===== config.mk =====
export PLATFORM = sky130hd
export DESIGN_NAME = crc8_frame_checker_unit
export DESIGN_NICKNAME = d
export VERILOG_FILES = /design/src/rtl/crc8fc_pkg.sv /design/src/rtl/crc8fc_in_stage.sv /design/src/rtl/crc8fc_frame_acc.sv /design/src/rtl/crc8fc_out_stage.sv /design/src/rtl/crc8_frame_checker_unit.sv
export VERILOG_INCLUDE_DIRS = /design/src /design/src/rtl
export SDC_FILE = /design/constraint.sdc
export NUM_CORES = 1
export LEC_CHECK = 0
export ABC_AREA = 1
export BUFFER_PORTS_ARGS = -buffer_cell sky130_fd_sc_hd__buf_2
export CAP_MARGIN = 20
export CELL_PAD_IN_SITES_DETAIL_PLACEMENT = 1
export CELL_PAD_IN_SITES_GLOBAL_PLACEMENT = 2
export CORE_MARGIN = 3
export CORE_UTILIZATION = 29
export DETAILED_ROUTE_END_ITERATION = 8
export MAX_ROUTING_LAYER = met4
export PLACE_DENSITY = 0.75
export SLEW_MARGIN = 5
export SYNTH_ARGS = -nofsm -noshare
export SYNTH_HDL_FRONTEND = slang
export SYNTH_SLANG_ARGS = --single-unit

===== constraint.sdc =====
create_clock -name aclk -period 1.6 [get_ports aclk]
set_input_delay 0.08 -clock aclk [delete_from_list [all_inputs] [get_ports aclk]]
set_output_delay 0.08 -clock aclk [all_outputs]
set_load 0.05 [all_outputs]

===== src/rtl/crc8_frame_checker_unit_assert.svh =====
// assertion macros used by the frame accumulator module
`ifndef CRC8_FRAME_CHECKER_UNIT_ASSERT_SVH
`define CRC8_FRAME_CHECKER_UNIT_ASSERT_SVH

// condition must hold at every clock edge out of reset
`define CRC8FC_ASSERT_ALWAYS(label, cond, msg) \
    label: assert property (@(posedge aclk) disable iff (!aresetn) (cond)) else $error(msg);

// consequence must hold in the cycle after the antecedent
`define CRC8FC_ASSERT_NEXT(label, ante, cons, msg) \
    label: assert property (@(posedge aclk) disable iff (!aresetn) (ante) |=> (cons)) \
        else $error(msg);

`endif


===== src/rtl/crc8fc_pkg.sv =====
package crc8fc_pkg;

    localparam logic [7:0] CRC_POLY = 8'h07;
    localparam logic [7:0] CRC_INIT = 8'hFF;
    localparam int         BYTE_W   = 8;
    localparam int         OUT_W    = 16;

    // one frame verdict
    typedef struct packed {
        logic [7:0] crc_residue;
        logic       crc_ok;
        logic       start_ok;
        logic       frame_ok;
    } result_t;

    // msb-first crc-8 over one byte, eight shift steps unrolled
    function automatic logic [7:0] crc8_update(input logic [7:0] crc, input logic [7:0] b);
        logic [7:0] c;
        c = crc ^ b;
        for (int i = 0; i < BYTE_W; i++) begin
            if (c[7]) begin
                c = {c[6:0], 1'b0} ^ CRC_POLY;
            end else begin
                c = {c[6:0], 1'b0};
            end
        end
        return c;
    endfunction

endpackage


===== src/rtl/crc8fc_in_stage.sv =====
module crc8fc_in_stage (
    input  logic       aclk,
    input  logic       aresetn,
    input  logic       s_axis_tvalid,
    output logic       s_axis_tready,
    input  logic [7:0] s_axis_tdata,   // [7:0] data_byte
    input  logic       take,
    output logic       in_valid,
    output logic [7:0] in_data
);
    import crc8fc_pkg::*;

    logic       in_valid_reg;
    logic [7:0] in_data_reg;

    // accept a new request when empty or when the held byte moves on this cycle
    assign s_axis_tready = !in_valid_reg || take;

    // valid flag
    always_ff @(posedge aclk) begin
        if (!aresetn) begin
            in_valid_reg <= 1'b0;
        end else if (s_axis_tready) begin
            in_valid_reg <= s_axis_tvalid;
        end
    end

    // byte register
    always_ff @(posedge aclk) begin
        if (s_axis_tvalid && s_axis_tready) begin
            in_data_reg <= s_axis_tdata[BYTE_W-1:0];
        end
    end

    assign in_valid = in_valid_reg;
    assign in_data  = in_data_reg;

endmodule


===== src/rtl/crc8fc_frame_acc.sv =====
module crc8fc_frame_acc #(
    parameter int FRAME_BYTES = 8
) (
    input  logic                aclk,
    input  logic                aresetn,
    input  logic                cfg_wr_en,
    input  logic [7:0]          cfg_wr_data,
    input  logic                in_valid,
    input  logic [7:0]          in_data,
    input  logic                load_ok,
    output logic                take,
    output logic                res_load,
    output crc8fc_pkg::result_t res
);
    import crc8fc_pkg::*;
    `include "crc8_frame_checker_unit_assert.svh"

    localparam int POS_W = $clog2(FRAME_BYTES);
    localparam logic [POS_W-1:0] LAST_POS = POS_W'(FRAME_BYTES - 1);

    logic [7:0]       lead_byte_reg;
    logic [7:0]       crc_reg;
    logic [7:0]       crc_next;
    logic [POS_W-1:0] pos_reg;
    logic             start_match_reg;
    logic             start_match_next;
    logic             is_last;
    logic             is_lead;
    logic             at_restart;
    logic             mid_take;

    // start byte register
    always_ff @(posedge aclk) begin
        if (!aresetn) begin
            lead_byte_reg <= 8'h00;
        end else if (cfg_wr_en) begin
            lead_byte_reg <= cfg_wr_data;
        end
    end

    // byte position decode and crc step
    assign is_last  = (pos_reg == LAST_POS);
    assign is_lead  = (pos_reg[POS_W-1:1] == '0);
    assign crc_next = crc8_update(crc_reg, in_data);
    assign start_match_next = start_match_reg && !(is_lead && (in_data != lead_byte_reg));

    // the last byte waits until the result register is free
    assign take     = in_valid && (!is_last || load_ok);
    assign res_load = take && is_last;

    // frame verdict
    always_comb begin
        res.crc_residue = crc_next;
        res.crc_ok      = (crc_next == 8'h00);
        res.start_ok    = start_match_next;
        res.frame_ok    = start_match_next && (crc_next == 8'h00);
    end

    // running frame state, restarted after the last byte
    always_ff @(posedge aclk) begin
        if (!aresetn) begin
            crc_reg         <= CRC_INIT;
            pos_reg         <= '0;
            start_match_reg <= 1'b1;
        end else if (take) begin
            if (is_last) begin
                crc_reg         <= CRC_INIT;
                pos_reg         <= '0;
                start_match_reg <= 1'b1;
            end else begin
                crc_reg         <= crc_next;
                pos_reg         <= pos_reg + 1'b1;
                start_match_reg <= start_match_next;
            end
        end
    end

    // terms for the checks
    assign at_restart = (pos_reg == '0) && (crc_reg == CRC_INIT) && start_match_reg;
    assign mid_take   = take && !is_lead && !is_last;

    // checks
    `CRC8FC_ASSERT_NEXT(a_restart, res_load, at_restart, "frame state not restarted")
    `CRC8FC_ASSERT_ALWAYS(a_pos_range, pos_reg <= LAST_POS, "byte position beyond frame length")
    `CRC8FC_ASSERT_NEXT(a_match_hold, mid_take, $stable(start_match_reg), "late start match change")

endmodule


===== src/rtl/crc8fc_out_stage.sv =====
module crc8fc_out_stage (
    input  logic                aclk,
    input  logic                aresetn,
    input  logic                res_load,
    input  crc8fc_pkg::result_t res,
    output logic                load_ok,
    output logic                m_axis_tvalid,
    input  logic                m_axis_tready,
    output logic [15:0]         m_axis_tdata   // [0] frame_ok, [1] start_ok, [2] crc_ok,
                                                // [10:3] crc_residue, [15:11] zero
);
    import crc8fc_pkg::*;

    logic          m_valid_reg;
    result_t       m_res_reg;

    // free when empty or when the held result goes out this cycle
    assign load_ok = !m_valid_reg || m_axis_tready;

    // result valid flag
    always_ff @(posedge aclk) begin
        if (!aresetn) begin
            m_valid_reg <= 1'b0;
        end else if (load_ok) begin
            m_valid_reg <= res_load;
        end
    end

    // result payload
    always_ff @(posedge aclk) begin
        if (load_ok && res_load) begin
            m_res_reg <= res;
        end
    end

    assign m_axis_tvalid = m_valid_reg;
    assign m_axis_tdata  = OUT_W'(m_res_reg);

endmodule


===== src/rtl/crc8_frame_checker_unit.sv =====
// Fixed-length frame checker: bytes arriving on the s_axis stream are grouped into frames of
// FRAME_BYTES bytes counted from reset (no resync), an MSB-first CRC-8 (poly 0x07, init 0xFF,
// no reflection, no final xor) runs over each whole frame including its check byte, and the
// first two bytes must equal lead_byte, written through cfg_wr_en/cfg_wr_data. On the last
// byte of a frame one result leaves on m_axis; other bytes produce nothing. The block takes
// one byte per cycle while the last byte of a frame is not held up by a waiting result;
// m_axis_tvalid is set by the result register, loaded through the combinational crc update.
// The last byte of a frame is held in the input register while an earlier result still waits.
module crc8_frame_checker_unit #(
    parameter int FRAME_BYTES = 8
) (
    input  logic        aclk,
    input  logic        aresetn,
    input  logic        cfg_wr_en,
    input  logic [7:0]  cfg_wr_data,    // [7:0] lead_byte
    input  logic        s_axis_tvalid,
    output logic        s_axis_tready,
    input  logic [7:0]  s_axis_tdata,   // [7:0] data_byte
    output logic        m_axis_tvalid,
    input  logic        m_axis_tready,
    output logic [15:0] m_axis_tdata    // [0] frame_ok, [1] start_ok, [2] crc_ok,
                                        // [10:3] crc_residue, [15:11] zero
);
    import crc8fc_pkg::*;

    logic       in_valid;
    logic [7:0] in_data;
    logic       take;
    logic       load_ok;
    logic       res_load;
    result_t    res;

    // input byte register
    crc8fc_in_stage u_in (
        .aclk          (aclk),
        .aresetn       (aresetn),
        .s_axis_tvalid (s_axis_tvalid),
        .s_axis_tready (s_axis_tready),
        .s_axis_tdata  (s_axis_tdata),
        .take          (take),
        .in_valid      (in_valid),
        .in_data       (in_data)
    );

    // crc and start byte tracking
    crc8fc_frame_acc #(
        .FRAME_BYTES (FRAME_BYTES)
    ) u_acc (
        .aclk        (aclk),
        .aresetn     (aresetn),
        .cfg_wr_en   (cfg_wr_en),
        .cfg_wr_data (cfg_wr_data),
        .in_valid    (in_valid),
        .in_data     (in_data),
        .load_ok     (load_ok),
        .take        (take),
        .res_load    (res_load),
        .res         (res)
    );

    // result register
    crc8fc_out_stage u_out (
        .aclk          (aclk),
        .aresetn       (aresetn),
        .res_load      (res_load),
        .res           (res),
        .load_ok       (load_ok),
        .m_axis_tvalid (m_axis_tvalid),
        .m_axis_tready (m_axis_tready),
        .m_axis_tdata  (m_axis_tdata)
    );

endmodule

==> metrics.csv, run 1 <==
metric;value;unit
seqPwrFrac;0.492;
initialDrtViolationCount;42;
power.internal;1.748;mW
fin_skew;3.619;ps
mostFrequentLayoutCell;nand2_1;
rsz0062_at_grt;false;
leakage;1.204;nW
hold_violations;0;
dieArea;7927;sq um
power.clock.fraction;0.282;
cp_max_fo;3;
first_pass_iters;4;
hpwl;3796;microns
grt-ovfl-total;0;
cts_tree;built;
synth_async_sr_flop_share;0;
synth.avg_cell_area;8.262;sq um
insertion_delay;290;ps
path_clk_slew;80;ps
via_count;1662;
io_buffers;33;
power.switching;750.4;uW
worstSetupPathType;register to register;
rrSetupSlack;130;ps
cellPowerDensity;977.4;nW/um^2
syn_inst;242;
layout-drive-gt1-share;0.3233;
ir_drop;0.4518;mV
grt_pass1_vias;1714;
max_cap_violations;0;
clk_path_buf_depth;2;
fill_cells;775;
arrival;1530;ps
period_needed;1468;ps
synth_area;1999;sq um
antenna_cells;0;
synth_edf_count;19;
grt_max_degree;14;
htree_levels;2;
drtAntennaViolNets;0;
grt_pass1_wl;7955;microns
combPwrFrac;0.226;
crit_required;1660;ps
initial_core_util;0.3061;
cts_made_buffers;5;
antenna_found_initial;0;
fin_crit_sh;0.9176;
viasPerCell;4.408;
synthDistinctLibCells;24;
cts_root_buf;clkbuf_8;
fin_tns_setup;0;ps
grt_util_all_layers;0.1351;
drc;0;
wl_per_cell;12.69;microns
final_cell_mix;nand2_1 (66), buf_2 (33), nor2_1 (23);
cts_num_sinks;41;
outcome;finished clean;
gp_congestion;0.7427;
syn2layout_area_growth;27.85;%
worstSetupEndpointType;register;
synth_ff_type;dfxtp_1;
max_freq;0.6811;GHz
coreArea;6531;sq um
synth_seq_area_share;0.5056;
final_nets;322;
hold_path.class;primary input to register;
critPathLaunchType;register;
ios;39;
synth_warnings;0;
wirelength;4783;microns
largest_reg_flops;11;
swShare;0.3003;
rows;29;
ys_ff_latch;41;
power;2.499;mW
maxSlewViolCount;0;
die_height;89.04;microns
die_x;89.04;microns
setup_viol;0;
-- stage by stage --
step | hold slack (ps) | worst slack (ps) | std cells | cell area (sq um) | utilization
floorplan | 178.9 | 19.28 | 246 | 2021 | -
global placement | 258.7 | 52.52 | 358 | 2303 | 0.3527
detailed placement | 258.3 | -1.417 | 358 | 2303 | 0.3527
CTS | 0.3517 | 27.64 | 375 | 2489 | 0.3810
global route | 24.17 | 0.8176 | 377 | 2556 | 0.3914
finish | 10.25 | 131.8 | 377 | 2556 | 0.3914
-- critical path: stages (launching register included) --
cell and delay, ps:
edfxtp_1 480, xnor2_1 300, nand2_2 100, nand2_1 80, nand2_1 60, nand2_2 80, nor2_2 40, nand3_2 70
inv_1 40
-- worst paths after layout --
path / depth (start not counted) / from / to
hold / removal: 3 / cfg_wr_data[1] / u_acc.lead_byte_reg[1]
hold reg to reg: 2 / u_acc.pos_reg[1] / u_acc.pos_reg[1]
setup reg to reg: 8 / u_in.in_data[4] / u_out.m_axis_tdata[2]
setup / recovery: 8 / u_in.in_data[4] / u_out.m_axis_tdata[2]
-- power by group through the flow --
stage	combinational, mW	sequential (mW)	clock, mW
2_1_floorplan	0.381	1.23	0
3_3_place_gp	0.513	1.25	0
3_5_place_dp	0.528	1.25	0
4_1_cts	0.547	1.23	0.738
5_1_grt	0.644	1.24	0.777
6_report	0.565	1.23	0.704
-- kinds of logic (layout without fill, tap and decap cells) --
kind of cell	after synthesis	count (layout)	synth area share
XOR/XNOR	13	13	0.05695
flip-flops	41	41	0.5056
AND/OR/NAND/NOR	127	127	0.2816
AO/OA/AOI/OAI	25	25	0.06947
other	1	5	0.001876
buffers and inverters	33	87	0.07196
adder cells (fa/ha/maj)	2	2	0.01251
-- routing by layer --
| layer | share of wire | GRT usage | wire length (microns) | vias up |
|---|---|---|---|---|
| li1 | - | - | - | 869 |
| met3 | 0.031 | 0.02765 | 147 | 7 |
| met5 | 0 | - | 0 | - |
| met2 | 0.47 | 0.2152 | 2271 | 33 |
| met4 | 0.013 | 0.04060 | 63 | 0 |
| met1 | 0.48 | 0.1736 | 2300 | 753 |
-- synthesized netlist by cell type, types with 2 or more instances --
master	number	area, sq um
ha_1	2	25.02
xnor2_1	10	87.58
o21ai_0	12	60.06
inv_1	18	67.56
buf_4	5	37.54
nor2_2	3	18.77
or2_2	2	12.51
inv_2	8	30.03
nand3_2	3	30.03
xor2_1	3	26.28
nand2_1	70	262.8
a21oi_1	8	40.04
nor2_1	24	90.09
nand3_1	10	50.05
nand2_2	13	81.33
dfxtp_1	22	440.4
edfxtp_1	19	570.6
o211ai_1	4	30.03
-- what timing repair did --
action                     4_1_cts  5_1_grt
hold buffers                     9        0
setup endpoints to repair        8       31
hold endpoints to repair         9        0
buffers inserted                 0        2
gates resized for setup          1       13
pin swaps                        0        1
-- layout make-up --
cell class / instances / area [sq um] / area share
clock buffer: 6 / 82.58 / 0.03231
clock inverter: 2 / 8.758 / 0.003426
multi-input combinational: 172 / 915.9 / 0.3583
tap: 77 / 96.34 / 0.03769
inverter: 26 / 101.3 / 0.03965
sequential: 41 / 1013 / 0.3965
timing repair buffer: 53 / 337.8 / 0.1322
(Power assumes the default switching activity.)
==> run 2: changes to the inputs <==
--- a/config.mk
+++ b/config.mk
@@ -12,10 +12,11 @@
 export CELL_PAD_IN_SITES_DETAIL_PLACEMENT = 1
 export CELL_PAD_IN_SITES_GLOBAL_PLACEMENT = 2
 export CORE_MARGIN = 3
-export CORE_UTILIZATION = 29
+export CORE_UTILIZATION = 32
+export CTS_BUF_LIST = sky130_fd_sc_hd__clkbuf_16
 export DETAILED_ROUTE_END_ITERATION = 8
 export MAX_ROUTING_LAYER = met4
-export PLACE_DENSITY = 0.75
+export PLACE_DENSITY = 0.79
 export SLEW_MARGIN = 5
 export SYNTH_ARGS = -nofsm -noshare
 export SYNTH_HDL_FRONTEND = slang
==> constraint.sdc (replaced) <==
create_clock -name aclk -period 1.4 [get_ports aclk]
set_input_delay 0.07 -clock aclk [delete_from_list [all_inputs] [get_ports aclk]]
set_output_delay 0.07 -clock aclk [all_outputs]
set_load 0.05 [all_outputs]
==> run 2 against run 1 <==
- the run now ends with negative setup slack left
- sequential power up 15%
- clock skew shrank 1.0 ps
- non-clock buffer count grew 16
- first-iteration DRC count up 17%
- combinational power rose by 69%
- clock power up 53%
- sequential share of layout area shrank 5.8 points
- maximum frequency down 0.25%
- critical path depth up 2
- critical endpoint unchanged
==> metrics.csv, run 2 (same netlist as run 1, synthesis figures left out) <==
metric;value;unit;change
grt-ovfl-total;0;;unchanged
hpwl;3781;microns;-0.39%
arrival;1510;ps;-20 ps
io_buffers;33;;unchanged
power;3.447;mW;+38%
grt_pass1_wl;8024;microns;+0.87%
grt_pass1_vias;1693;;-1.2%
critPathTopFamily;simple AND/OR/NAND/NOR gates;;
die_height;85.05;microns;-4.5%
grt_max_degree;14;;unchanged
mostFrequentLayoutCell;nand2_1;;
wl_per_cell;13.42;microns;+5.8%
antenna_found_initial;0;;unchanged
crit_path_cell_trace;inv_2, nand2_1, nand2_2, nand2_1, nand2_2, nand2_2, nand2_4, nor2_2, nand3_2, inv_1;;
maxSlewViolCount;0;;unchanged
dieArea;7233;sq um;-8.8%
fin_crit_sh;1.051;;+0.1337
layout-drive-gt1-share;0.5095;;+0.1862
design_area;3010;sq um;+18%
place_ws;-129.7;ps;-128.2 ps
placed_cell_area;2424;sq um;+5.2%
power.switching;1.012;mW;+35%
final_cell_mix;nand2_1 (38), nand2_2 (33), buf_2 (33);;
crit_required;1440;ps;-220 ps
initial_core_util;0.3338;;+0.02762
violations;negative setup slack;;
slowest_stage;edfxtp_1;;
ios;39;;unchanged
fin_tns_setup;-182.1;ps;-182.1 ps
power.clock.fraction;0.313;;+0.031
cp_max_fo;4;;+1
rsz0062_at_grt;true;;
cp_slowest_stage_delay;460;ps;-20 ps
cts_root_buf;clkbuf_16;;
cts_made_buffers;5;;unchanged
htree_levels;2;;unchanged
worst-path-buf-inv;2;;+1
final_nets;338;;+5.0%
drc;0;;unchanged
largest_reg_flops;11;;unchanged
cellPowerDensity;1145;nW/um^2;+17%
max_freq;0.6794;GHz;-0.25%
hold_violations;0;;unchanged
swShare;0.2937;;-0.006606
cp_common_cell;nand2_2;;
grt_util_all_layers;0.1461;;+0.01097
antenna_cells;0;;unchanged
clk_path_buf_depth;2;;unchanged
first_pass_iters;4;;unchanged
worstSetupPathType;register to register;;
setup_viol;3;;+3
ir_drop;0.4879;mV;+8.0%
critPathLaunchType;register;;
cts_num_sinks;41;;unchanged
max_cap_violations;0;;unchanged
worstSetupEndpointType;register;;
viasPerCell;4.509;;+2.3%
seqPwrFrac;0.411;;-0.081
outcome;finished, violations left;;
gp_congestion;0.7840;;+5.6%
insertion_delay;280;ps;about the same
power.internal;2.434;mW;+39%
drtAntennaViolNets;0;;unchanged
rows;28;;-3.4%
coreArea;5991;sq um;-8.3%
wirelength;5248;microns;+9.7%
fin_ws;-71.94;ps;-203.7 ps
leakage;1.405;nW;+17%
fin_skew;2.616;ps;-1.003 ps
die_x;85.05;microns;-4.5%
syn2layout_area_growth;50.56;%;
combPwrFrac;0.276;;+0.050
cts_tree;built;;
initialDrtViolationCount;49;;+17%
hold_path.class;primary input to register;;
via_count;1763;;+6.1%
path_clk_slew;60;ps;-20 ps
period_needed;1472;ps;+3.715 ps
-- run 2: cell count changes in the layout (fill, tap and decap cells not counted), sizes merged --
| cell | before | now |
|---|---|---|
| buf | 44 | 61 |
| clkbuf | 6 | 5 |
| clkinv | 2 | 3 |
| clkinvlp | 1 | 0 |
| dlygate4sd3 | 9 | 8 |
| inv | 25 | 26 |
-- run 2: cell type report --
| type | instances | area, sq um |
|---|---|---|
| clock inverter | 3 | 12.51 |
| tap | 75 | 93.84 |
| fill | 716 | 2980 |
| sequential | 41 | 1018 |
| multi-input combinational | 172 | 1160 |
| inverter | 26 | 107.6 |
| clock buffer | 5 | 125.1 |
| timing repair buffer | 69 | 493.0 |
-- run 2: what timing repair did --
action	in CTS	in global routing
setup endpoints to repair	12	42
endpoints found under the hold margin	8	0
pin swaps	9	33
buffers inserted	3	6
gates resized for setup	21	63
hold buffers	8	0
-- run 2: routing by layer --
metal  global-route usage  up-vias  wire length, microns
li1                     -      897                     -
met1               0.1806      828                  2424
met2               0.2331       32                  2570
met3              0.03204        6                   170
met4              0.05612        0                    83
met5                    -        -                     0
-- run 2: final timing paths --
kind / from / endpoint / slack, ps / depth (start not counted)
worst max-delay path: u_in.in_data[2] / u_out.m_axis_tdata[2] / -70 / 10
worst min-delay path: cfg_wr_data[2] / u_acc.lead_byte_reg[2] / 10 / 3
worst max register to register: u_in.in_data[2] / u_out.m_axis_tdata[2] / -70 / 10
worst min register to register: u_acc.start_match_reg / u_acc.start_match_reg / 510 / 2
-- run 2: per-stage QoR --
stage	instances	utilization	hold slack, ps
4_1_cts	386	0.4570	13.25
6_report	391	0.5025	12.73
3_5_place_dp	367	0.4046	249.0
2_1_floorplan	246	-	168.9
5_1_grt	391	0.5025	26.66
3_3_place_gp	367	0.4046	248.3
-- run 2: power groups by stage --
stage	Sequential, mW	Combinational [mW]	Clock [mW]
2_1_floorplan	1.41	0.437	0
3_3_place_gp	1.43	0.658	0
3_5_place_dp	1.43	0.676	0
4_1_cts	1.41	0.751	1.11
5_1_grt	1.42	1.05	1.16
6_report	1.42	0.953	1.08
-- run 2: worst register-to-register path, stage by stage (launching register included) --
cell      delay (ps)
edfxtp_1         460
inv_2             90
nand2_1           60
nand2_2          100
nand2_1          100
nand2_2          120
nand2_2           80
nand2_4           70
nor2_2            40
nand3_2           70
inv_1             40
